[src/rtl/core/pidc_pkg.sv]
// shared widths, register codes, reset values and the configuration struct of the pid step
package pidc_pkg;

    localparam int ERROR_WIDTH     = 24;
    localparam int GAIN_WIDTH      = 8;
    localparam int LIMIT_WIDTH     = 31;
    localparam int SUM_WIDTH       = 32;
    localparam int DRIVE_WIDTH     = 48;
    localparam int CFG_INDEX_WIDTH = 2;
    localparam int CFG_DATA_WIDTH  = LIMIT_WIDTH;

    localparam int DIFF_WIDTH  = ERROR_WIDTH + 1;
    localparam int PROD_P_WIDTH = GAIN_WIDTH + 1 + ERROR_WIDTH;
    localparam int PROD_I_WIDTH = GAIN_WIDTH + 1 + SUM_WIDTH;
    localparam int PROD_D_WIDTH = GAIN_WIDTH + 1 + DIFF_WIDTH;

    localparam logic [GAIN_WIDTH-1:0]  GAIN_P_RESET = GAIN_WIDTH'(25);
    localparam logic [GAIN_WIDTH-1:0]  GAIN_I_RESET = GAIN_WIDTH'(10);
    localparam logic [GAIN_WIDTH-1:0]  GAIN_D_RESET = GAIN_WIDTH'(80);
    localparam logic [LIMIT_WIDTH-1:0] LIMIT_RESET  = LIMIT_WIDTH'(9500000);

    localparam logic [SUM_WIDTH-1:0] SUM_MIN = {1'b1, {(SUM_WIDTH-1){1'b0}}};

    typedef enum logic [CFG_INDEX_WIDTH-1:0] {
        REG_GAIN_P         = 2'd0,
        REG_GAIN_I         = 2'd1,
        REG_GAIN_D         = 2'd2,
        REG_INTEGRAL_LIMIT = 2'd3
    } cfg_index_t;

    typedef struct packed {
        logic [GAIN_WIDTH-1:0]  gain_p;
        logic [GAIN_WIDTH-1:0]  gain_i;
        logic [GAIN_WIDTH-1:0]  gain_d;
        logic [LIMIT_WIDTH-1:0] integral_limit;
    } cfg_t;

endpackage

[src/rtl/core/pidc_cfg.sv]
// configuration register file: three gains and the integral limit
module pidc_cfg
    import pidc_pkg::*;
(
    input  logic                       clk,
    input  logic                       rst_n,
    input  logic                       cfg_valid,
    output logic                       cfg_ready,
    input  logic [CFG_INDEX_WIDTH-1:0] cfg_index,
    input  logic [CFG_DATA_WIDTH-1:0]  cfg_data,
    output cfg_t                       cfg
);

    cfg_t cfg_reg;
    cfg_t cfg_next;

    assign cfg_ready = 1'b1;
    assign cfg      = cfg_reg;

    always_comb
    begin
        cfg_next = cfg_reg;
        if (cfg_valid)
        begin
            case (cfg_index_t'(cfg_index))
                REG_GAIN_P:         cfg_next.gain_p = cfg_data[GAIN_WIDTH-1:0];
                REG_GAIN_I:         cfg_next.gain_i = cfg_data[GAIN_WIDTH-1:0];
                REG_GAIN_D:         cfg_next.gain_d = cfg_data[GAIN_WIDTH-1:0];
                REG_INTEGRAL_LIMIT: cfg_next.integral_limit = cfg_data[LIMIT_WIDTH-1:0];
                default:            cfg_next = cfg_reg;
            endcase
        end
    end

    always_ff @(posedge clk or negedge rst_n)
    begin
        if (!rst_n)
        begin
            cfg_reg.gain_p         <= GAIN_P_RESET;
            cfg_reg.gain_i         <= GAIN_I_RESET;
            cfg_reg.gain_d         <= GAIN_D_RESET;
            cfg_reg.integral_limit <= LIMIT_RESET;
        end
        else
        begin
            cfg_reg <= cfg_next;
        end
    end

endmodule

[src/rtl/core/pidc_acc.sv]
// integrator state: clamped running error sum and previous error, updated per request
module pidc_acc
    import pidc_pkg::*;
(
    input  logic                          clk,
    input  logic                          rst_n,
    input  logic                          accept,
    input  logic signed [ERROR_WIDTH-1:0] error_sample,
    input  logic                          start_req,
    input  logic [LIMIT_WIDTH-1:0]        limit,
    output logic signed [SUM_WIDTH-1:0]   sum_new,
    output logic signed [DIFF_WIDTH-1:0]  diff_new
);

    logic signed [SUM_WIDTH-1:0]   sum_reg;
    logic signed [SUM_WIDTH-1:0]   sum_next;
    logic signed [ERROR_WIDTH-1:0] prev_reg;
    logic signed [ERROR_WIDTH-1:0] prev_next;
    logic signed [SUM_WIDTH-1:0]   sum_base;
    logic signed [ERROR_WIDTH-1:0] prev_base;
    logic signed [SUM_WIDTH:0]     sum_wide;
    logic signed [SUM_WIDTH:0]     limit_wide;

    // start clears the history before this step
    assign sum_base  = start_req ? '0 : sum_reg;
    assign prev_base = start_req ? '0 : prev_reg;

    assign sum_wide   = {sum_base[SUM_WIDTH-1], sum_base}
                      + {{(SUM_WIDTH+1-ERROR_WIDTH){error_sample[ERROR_WIDTH-1]}}, error_sample};
    assign limit_wide = {{(SUM_WIDTH+1-LIMIT_WIDTH){1'b0}}, limit};

    always_comb
    begin
        if (sum_wide > limit_wide)
            sum_new = $signed({1'b0, limit});
        else if (sum_wide[SUM_WIDTH] && !sum_wide[SUM_WIDTH-1])
            sum_new = $signed(SUM_MIN);   // negative overflow saturates
        else
            sum_new = sum_wide[SUM_WIDTH-1:0];
    end

    assign diff_new = {error_sample[ERROR_WIDTH-1], error_sample}
                    - {prev_base[ERROR_WIDTH-1], prev_base};

    assign sum_next  = accept ? sum_new : sum_reg;
    assign prev_next = accept ? error_sample : prev_reg;

    always_ff @(posedge clk or negedge rst_n)
    begin
        if (!rst_n)
        begin
            sum_reg  <= '0;
            prev_reg <= '0;
        end
        else
        begin
            sum_reg  <= sum_next;
            prev_reg <= prev_next;
        end
    end

    a_prev_tracks: assert property (@(posedge clk) disable iff (!rst_n)
        accept |=> prev_reg == $past(error_sample))
        else $error("previous error not taken from last request");

    a_sum_clamped: assert property (@(posedge clk) disable iff (!rst_n)
        accept |=> sum_reg <= $signed({1'b0, $past(limit)}))
        else $error("error sum above integral limit");

    a_state_holds: assert property (@(posedge clk) disable iff (!rst_n)
        !accept |=> $stable(sum_reg) && $stable(prev_reg))
        else $error("integrator state moved without a request");

endmodule

[src/rtl/core/pid_step_with_integral_clamp.sv]
// top level of the pid step: request/result pipeline, products and drive sum
//
//  channel   direction  handshake                 payload
//  sample    in         sample_valid/sample_stall error_sample, start_req
//  result    out        drive_valid/drive_stall   drive
//  cfg       in         cfg_valid/cfg_ready       cfg_index, cfg_data
//
// one request per cycle unless stalled; drive_valid rises as stage c loads it
// the integrator (add and clamp) is the loop through sum_reg that sets the rate
// reset restores the default gains and limit and clears sum and previous error
// sample_stall rises only when all three stages hold data and drive_stall is high
module pid_step_with_integral_clamp
    import pidc_pkg::*;
(
    input  logic                          clk,
    input  logic                          rst_n,
    input  logic                          sample_valid,
    output logic                          sample_stall,
    input  logic signed [ERROR_WIDTH-1:0] error_sample,
    input  logic                          start_req,
    output logic                          drive_valid,
    input  logic                          drive_stall,
    output logic signed [DRIVE_WIDTH-1:0] drive,
    input  logic                          cfg_valid,
    output logic                          cfg_ready,
    input  logic [CFG_INDEX_WIDTH-1:0]    cfg_index,
    input  logic [CFG_DATA_WIDTH-1:0]     cfg_data
);

    cfg_t cfg;

    logic accept;
    logic a_load, b_load, c_load;
    logic a_open, b_open, c_open;

    logic a_valid_reg, b_valid_reg, c_valid_reg;

    logic signed [SUM_WIDTH-1:0]   sum_new;
    logic signed [DIFF_WIDTH-1:0]  diff_new;

    logic signed [ERROR_WIDTH-1:0] e_reg;
    logic signed [SUM_WIDTH-1:0]   s_reg;
    logic signed [DIFF_WIDTH-1:0]  diff_reg;

    logic signed [PROD_P_WIDTH-1:0] prod_p_reg, prod_p_next;
    logic signed [PROD_I_WIDTH-1:0] prod_i_reg, prod_i_next;
    logic signed [PROD_D_WIDTH-1:0] prod_d_reg, prod_d_next;

    logic [DRIVE_WIDTH-1:0] drive_reg, drive_next;

    pidc_cfg u_cfg (
        .clk       (clk),
        .rst_n     (rst_n),
        .cfg_valid (cfg_valid),
        .cfg_ready (cfg_ready),
        .cfg_index (cfg_index),
        .cfg_data  (cfg_data),
        .cfg       (cfg)
    );

    pidc_acc u_acc (
        .clk          (clk),
        .rst_n        (rst_n),
        .accept       (accept),
        .error_sample (error_sample),
        .start_req    (start_req),
        .limit        (cfg.integral_limit),
        .sum_new      (sum_new),
        .diff_new     (diff_new)
    );

    // a stage can take data when empty or when its content moves on
    assign c_open = !c_valid_reg || !drive_stall;
    assign b_open = !b_valid_reg || c_open;
    assign a_open = !a_valid_reg || b_open;

    assign sample_stall = !a_open;
    assign accept       = sample_valid && a_open;
    assign a_load       = accept;
    assign b_load       = a_valid_reg && b_open;
    assign c_load       = b_valid_reg && c_open;

    assign prod_p_next = $signed({1'b0, cfg.gain_p}) * e_reg;
    assign prod_i_next = $signed({1'b0, cfg.gain_i}) * s_reg;
    assign prod_d_next = $signed({1'b0, cfg.gain_d}) * diff_reg;

    assign drive_next = {{(DRIVE_WIDTH-PROD_P_WIDTH){prod_p_reg[PROD_P_WIDTH-1]}}, prod_p_reg}
                      + {{(DRIVE_WIDTH-PROD_I_WIDTH){prod_i_reg[PROD_I_WIDTH-1]}}, prod_i_reg}
                      + {{(DRIVE_WIDTH-PROD_D_WIDTH){prod_d_reg[PROD_D_WIDTH-1]}}, prod_d_reg};

    assign drive_valid = c_valid_reg;
    assign drive       = $signed(drive_reg);

    always_ff @(posedge clk or negedge rst_n)
    begin
        if (!rst_n)
        begin
            a_valid_reg <= 1'b0;
            b_valid_reg <= 1'b0;
            c_valid_reg <= 1'b0;
        end
        else
        begin
            if (a_open)
                a_valid_reg <= sample_valid;
            if (b_open)
                b_valid_reg <= a_valid_reg;
            if (c_open)
                c_valid_reg <= b_valid_reg;
        end
    end

    always_ff @(posedge clk)
    begin
        if (a_load)
        begin
            e_reg    <= error_sample;
            s_reg    <= sum_new;
            diff_reg <= diff_new;
        end
        if (b_load)
        begin
            prod_p_reg <= prod_p_next;
            prod_i_reg <= prod_i_next;
            prod_d_reg <= prod_d_next;
        end
        if (c_load)
            drive_reg <= drive_next;
    end

    a_stall_full: assert property (@(posedge clk) disable iff (!rst_n)
        sample_stall |-> a_valid_reg && b_valid_reg && c_valid_reg && drive_stall)
        else $error("request stalled with room in the pipeline");

    a_stage_b_fill: assert property (@(posedge clk) disable iff (!rst_n)
        b_load |=> b_valid_reg)
        else $error("product stage lost a request");

    a_stage_c_fill: assert property (@(posedge clk) disable iff (!rst_n)
        c_load |=> c_valid_reg)
        else $error("result stage lost a request");

endmodule

[config.mk]
export PLATFORM = sky130hd
export DESIGN_NAME = pid_step_with_integral_clamp
export DESIGN_NICKNAME = d
export VERILOG_FILES = /design/src/rtl/core/pidc_pkg.sv /design/src/rtl/core/pidc_cfg.sv /design/src/rtl/core/pidc_acc.sv /design/src/rtl/core/pid_step_with_integral_clamp.sv
export SDC_FILE = /design/constraint.sdc
export NUM_CORES = 2
export LEC_CHECK = 0
export BUFFER_PORTS_ARGS = -buffer_cell sky130_fd_sc_hd__buf_2
export CORE_MARGIN = 4
export CORE_UTILIZATION = 68
export CTS_CLUSTER_DIAMETER = 200
export DETAILED_ROUTE_END_ITERATION = 7
export PLACE_DENSITY = 0.83
export REMOVE_ABC_BUFFERS = 1
export SLEW_MARGIN = 25
export SYNTH_ARGS = -nofsm -noshare
export SYNTH_HDL_FRONTEND = slang
export SYNTH_SLANG_ARGS = --single-unit
[constraint.sdc]
create_clock -name clk -period 9.4 [get_ports clk]
set_input_delay 2.35 -clock clk [delete_from_list [all_inputs] [get_ports clk]]
set_output_delay 2.35 -clock clk [all_outputs]
set_load 0.02 [all_outputs]
## Word-level counts from Yosys, hierarchy flattened

Cells that the tools add are included.

- Register bits after elaboration: 351
- Output and inout bits: 51
- Logic and storage cells: 49

- Add/sub/neg operators: 4
- Multipliers: 3
- $lt $le $gt $ge: 1
- Equality and inequality tests: 3
- Multiplexer cells: 4
- Reductions and logical operators: 18

Operators by type and width:

| kind | count |
|---|---|
| $mux W32 | 3 |
| $add A42 B34 Y43 | 1 |
| $add A33 B41 Y42 | 1 |
| $mul A9 B32 Y41 | 1 |
| $mul A9 B25 Y34 | 1 |
| $add A32 B24 Y33 | 1 |
| $gt A33 B32 Y1 | 1 |
| $mul A9 B24 Y33 | 1 |
| $sub A24 B24 Y25 | 1 |
| $mux W24 | 1 |
| $reduce_and A2 Y1 | 4 |
| $logic_not A1 Y1 | 6 |
| $eq A2 B2 Y1 const B | 2 |
| $logic_and A1 B1 Y1 | 4 |
| $logic_or A1 B1 Y1 | 3 |
| $eq A2 B1 Y1 const B | 1 |
| $logic_not A2 Y1 | 1 |

## Depth between registers and ports, before layout

- Depth after elaboration: 6
- Depth in mapped cells: 26
- Depth with buffers taken out: 23

## Hierarchy

From an unflattened synthesis, not the netlist that was laid out.

- Cell total of the unflattened synthesis: 4106
- Area total of the unflattened synthesis: 41030.6 µm²

Modules (own cells, without submodules):

| module | instances | cells an instance | area an instance (µm²) | seq. area each (µm²) |
|---|---|---|---|---|
| pid_step_with_integral_clamp | 1 | 3264 | 32625.0 | 7041.8 |
| pidc_acc | 1 | 723 | 6323.6 | 1401.3 |
| pidc_cfg | 1 | 119 | 2082.0 | 1397.6 |

## Worst setup path before layout

No wires, ideal clock.

- Path kind: input -> register
- From: input start_req
- To: register s_reg[30], data pin
- Setup time: 0.256 ns
- Arrival time: 6.603 ns
- Setup slack: 2.541 ns
- Stages on the path: 23
- Cells stage by stage: clkbuf_1 -> clkbuf_1 -> nor2b_1 -> ha_1 -> a21o_1 -> a21oi_1 -> o21a_1 -> or2_1 -> nand3_1 -> a211oi_1 -> nor2_1 -> o311ai_0 -> ha_1 -> or2_2 -> a21oi_1 -> a21oi_1 -> a2111o_1 -> a21boi_0 -> mux2i_1 -> o21a_1 -> buf_2 -> buf_6 -> a22o_1

- Cells in the longest elaborated chain, start to end: 6
- Elaborated cells on any way between the ends: 7
- Those cells by class: 1 x add/sub; 1 x order compare; 3 x mux; 2 x reduce/logical

Ends and longest elaborated chain:

| element | line | RTL |
|---|---|---|
| start: declaration | pid_step_with_integral_clamp.sv:20 | `input logic start_req,` |
| $mux W32 (*) | pidc_acc.sv:25 | `assign sum_base = start_req ? '0 : sum_reg;` |
| $add A32 B24 Y33 (*) | pidc_acc.sv:29 | `+ {{(SUM_WIDTH+1-ERROR_WIDTH){error_sample[ERROR_WIDTH-1]}}, error_sample};` |
| parallel branches: the longest is 3 deep, another holds $gt A33 B32 Y1 | n/a |  |
| $mux W32 (*) | pidc_acc.sv:34 | `if (sum_wide > limit_wide)` |
| named net sum_new[30] | pid_step_with_integral_clamp.sv:38 | `logic signed [SUM_WIDTH-1:0] sum_new;` |
| end signal: assignment | pid_step_with_integral_clamp.sv:118 | `s_reg <= sum_new;` |
| end: declaration | pid_step_with_integral_clamp.sv:42 | `logic signed [SUM_WIDTH-1:0] s_reg;` |

Mark *: on every way through the listed nets, which the timed path passes.
A chain may end at the register's enable or synchronous reset.

## Worst setup path in the final report

Same ends and word-level chain as after synthesis.

==> qor.txt <==
Required time of the worst setup path - 9.84 ns
Period minus WS final - 7.43 ns
Crit path max fanout - 31
Setup WS post-layout - 1.97 ns
Placed insts - 5034
Data arrival, critical path - 7.86 ns
Max reg flops - 55
Finish-stage setup viols - 0
Root buf cell - clkbuf_16
Vias in the first global route - 30922
CTS sink count - 346
Area contributors post-synth - fa_1 (27%), edfxtp_1 (17%), ha_1 (11%), inv_1 (7.0%), and2_1 (6.2%)
Layout Cells excl Fill - 5111
CTS resizes - 0
Worst slew margin - 0.273
Layout cell share with drive strength beyond 1 - 0.0695
Gr usage total - 0.319
Initial DRC Count - 2048
Antenna violations before repair - 7
H-tree Lvls - 2
Max Clock Freq - 0.135 GHz
RSZ-0062 raised after global routing - no
DR pass1 iterations - 5
Post-synth EDFFs - 232
FILL cells - 4245
CTS tree - done
Core box area - 59400 sq um
Fin Setup TNS - 0 ns
IO Count - 114
CP most frequent cell - a21oi_1
Die Y - 254 um
Final ANT Viol Nets - 0
Number of distinct library cells after synthesis - 83
Worst hold stages - 2
Pin count of the biggest net entering global routing - 83
Post-CTS Setup Bufs - 0
Layout Skew - 0.0429 ns
Crit-path slowest cell - o21ba_4
Synthesis-to-finish area growth - 6.27%
Vias after detailed routing - 29929
Status - complete, no violations
First-pass GRT wire length - 161000 um
Hold/Removal Path Class - reg -> reg
CP Capture Type - register
Longest Clk Path Bufs - 3
YS warnings - 0
Global route total overflow - 0
Actual slew at the worst max-slew pin - 1.09 ns
Final core occ - 0.734
Fin. max-slew vios - 0
DRC viols - 0
Period utilization - 0.790
Startpoint types - input port
Site Rows - 89
Num CTS Buffers - 39
Clock transition at path regs - 0.06 ns
FF-to-FF path depth - 19
CP Class - in -> reg
DP Worst Slack - 1.42 ns
DR WL/cell - 19.5 um
Die width - 254 um
Area leader, netlist - fa_1
Top_reg_cell synth - edfxtp_1
NumNets Final - 5258
Die area - 64300 sq um
Synthesized area per cell - 9.67 sq um
Synth Instances - 4240
Max-cap viol count - 0
Seq/Total Area, Yosys - 0.240
Yosys top cell area share - 0.268
Worst-Skew Late Latency - 0.58 ns
Hold_buf cts - 0
#FFs+latches synth - 346
Drt total wl - 99500 um
CP Cell Sequence - buf_2 -> buf_4 -> nor2b_1 -> ha_1 -> a21oi_1 -> o21a_1 -> or2_1 -> nand3_1 -> a211oi_1 -> nor2_1 -> o311ai_0 -> ha_1 -> or2_2 -> a21oi_1 -> a21oi_1 -> a2111o_1 -> a21boi_0 -> mux2i_1 -> o21ba_4 -> or2_2 -> a22o_1
Post-synthesis async set-or-reset flop share - 0.329
Syn Std Cell Area - 41000 sq um
Final hold vios - 0
Routability cong. - 0.953
Starting Density - 0.691
Worst path max stage delay - 0.57 ns
IO Port Bufs - 112
Detailed Place HPWL - 79000 um
Via density - 5.86
==> Yosys cell counts (5+ instances only) <==
library cell	instances
nand4_1	21
o21ai_0	82
a21oi_1	207
o21ai_1	38
o31ai_1	11
fa_1	548
o21bai_1	26
nand3b_1	5
and3_1	27
nand3_1	46
dfrtp_1	97
a211o_1	7
mux2_2	56
buf_1	8
a31oi_1	16
xor2_1	34
a2111oi_0	6
a31o_2	5
dfstp_2	17
a211oi_1	21
buf_4	6
nor3_1	43
nor2_1	140
o211ai_1	12
a221oi_1	5
or2_2	8
nand2b_1	53
a21boi_0	10
o21a_1	22
clkbuf_1	83
and2_1	409
o2111ai_1	7
inv_1	766
nor2b_1	60
a21o_1	77
or3_1	6
nand2_1	457
xnor2_1	131
edfxtp_1	232
ha_1	344
==> metal layers <==
layer | part of all wire | GRT usage
met3 | 0.091 | 0.0732
met4 | 0.049 | 0.142
met2 | 0.46 | 0.510
met5 | 0 | 0
met1 | 0.40 | 0.422
==> final cells by class <==
| class | count | area [sq um] | share of cell area |
|---|---|---|---|
| Inverter | 766 | 2880 | 0.0661 |
| Sequential cell | 346 | 9840 | 0.226 |
| Clock buffer | 52 | 1100 | 0.0252 |
| Multi-Input combinational cell | 3022 | 27900 | 0.639 |
| Antenna cell | 7 | 17.5 | 0.000402 |
| Timing Repair Buffer | 128 | 687 | 0.0158 |
| Tap cell | 773 | 967 | 0.0222 |
| Clock inverter | 17 | 215 | 0.00494 |
==> final timing paths <==
check,startpoint,endpoint,slack [ns]
setup / recovery,start_req,s_reg[30],1.97
hold / removal,u_acc.prev_reg[2],u_acc.prev_reg[2],0.48
hold reg to reg,u_acc.prev_reg[2],u_acc.prev_reg[2],0.48
min in group asynchronous,rst_n,u_acc.sum_reg[28],1.81
setup reg to reg,u_cfg.cfg[49],prod_p_reg[31],2.98
max in group asynchronous,rst_n,u_cfg.cfg[31],6.17
==> cells by family (layout without fill, tap and decap cells) <==
| kind of cell | Yosys count | after routing | synth area share |
|---|---|---|---|
| AND/OR/NAND/NOR | 1296 | 1296 | 0.160 |
| multiplexers | 58 | 58 | 0.0159 |
| XOR/XNOR | 165 | 165 | 0.0353 |
| AO/OA/AOI/OAI | 610 | 610 | 0.0951 |
| flip-flops | 346 | 346 | 0.240 |
| other | 1 | 8 | 0.0000915 |
| adder cells (fa/ha/maj) | 892 | 892 | 0.373 |
| buffers and inverters | 872 | 963 | 0.0813 |
==> stage by stage <==
stage                     area [sq um]  hold WS (ns)
final                            43600         0.477
after global routing             43500         0.495
after detailed placement         42200         0.464
after global placement           42200         0.458
after CTS                        43500         0.478
after floorplan                  40500         0.438
==> worst max-delay path, delay by kind of cell <==
family / cells / cell delay, ns
AND/OR/NAND/NOR: 6 / 1.05
multiplexers: 1 / 0.14
AO/OA/AOI/OAI: 10 / 2.74
buffers and inverters: 2 / 0.89
adder cells (fa/ha/maj): 2 / 0.68
==> placed cells by master (no fill, tap or decap), drive strengths merged, types with 8 or more instances in the layout <==
master | netlist | final
clkbuf | 84 | 52
xor2 | 34 | 34
nor3 | 43 | 43
nand4 | 21 | 21
o211ai | 14 | 14
nand2 | 457 | 457
edfxtp | 232 | 232
ha | 344 | 344
o31ai | 11 | 11
xnor2 | 131 | 131
a21boi | 13 | 13
o21bai | 26 | 26
fa | 548 | 548
and3 | 27 | 27
a211oi | 22 | 22
mux2 | 56 | 56
inv | 766 | 769
or2 | 9 | 9
nand2b | 53 | 53
nor2 | 140 | 140
dfrtp | 97 | 97
o21ai | 123 | 123
and2 | 409 | 409
a21o | 77 | 77
nand3 | 46 | 46
a31oi | 18 | 18
buf | 22 | 128
o21a | 22 | 22
dfstp | 17 | 17
clkinv | 0 | 8
nor2b | 60 | 60
a21oi | 211 | 211
Power is left out: the tool's default activity adds up to more than one toggle a clock period on the data nets, which glitch-free logic cannot reach.
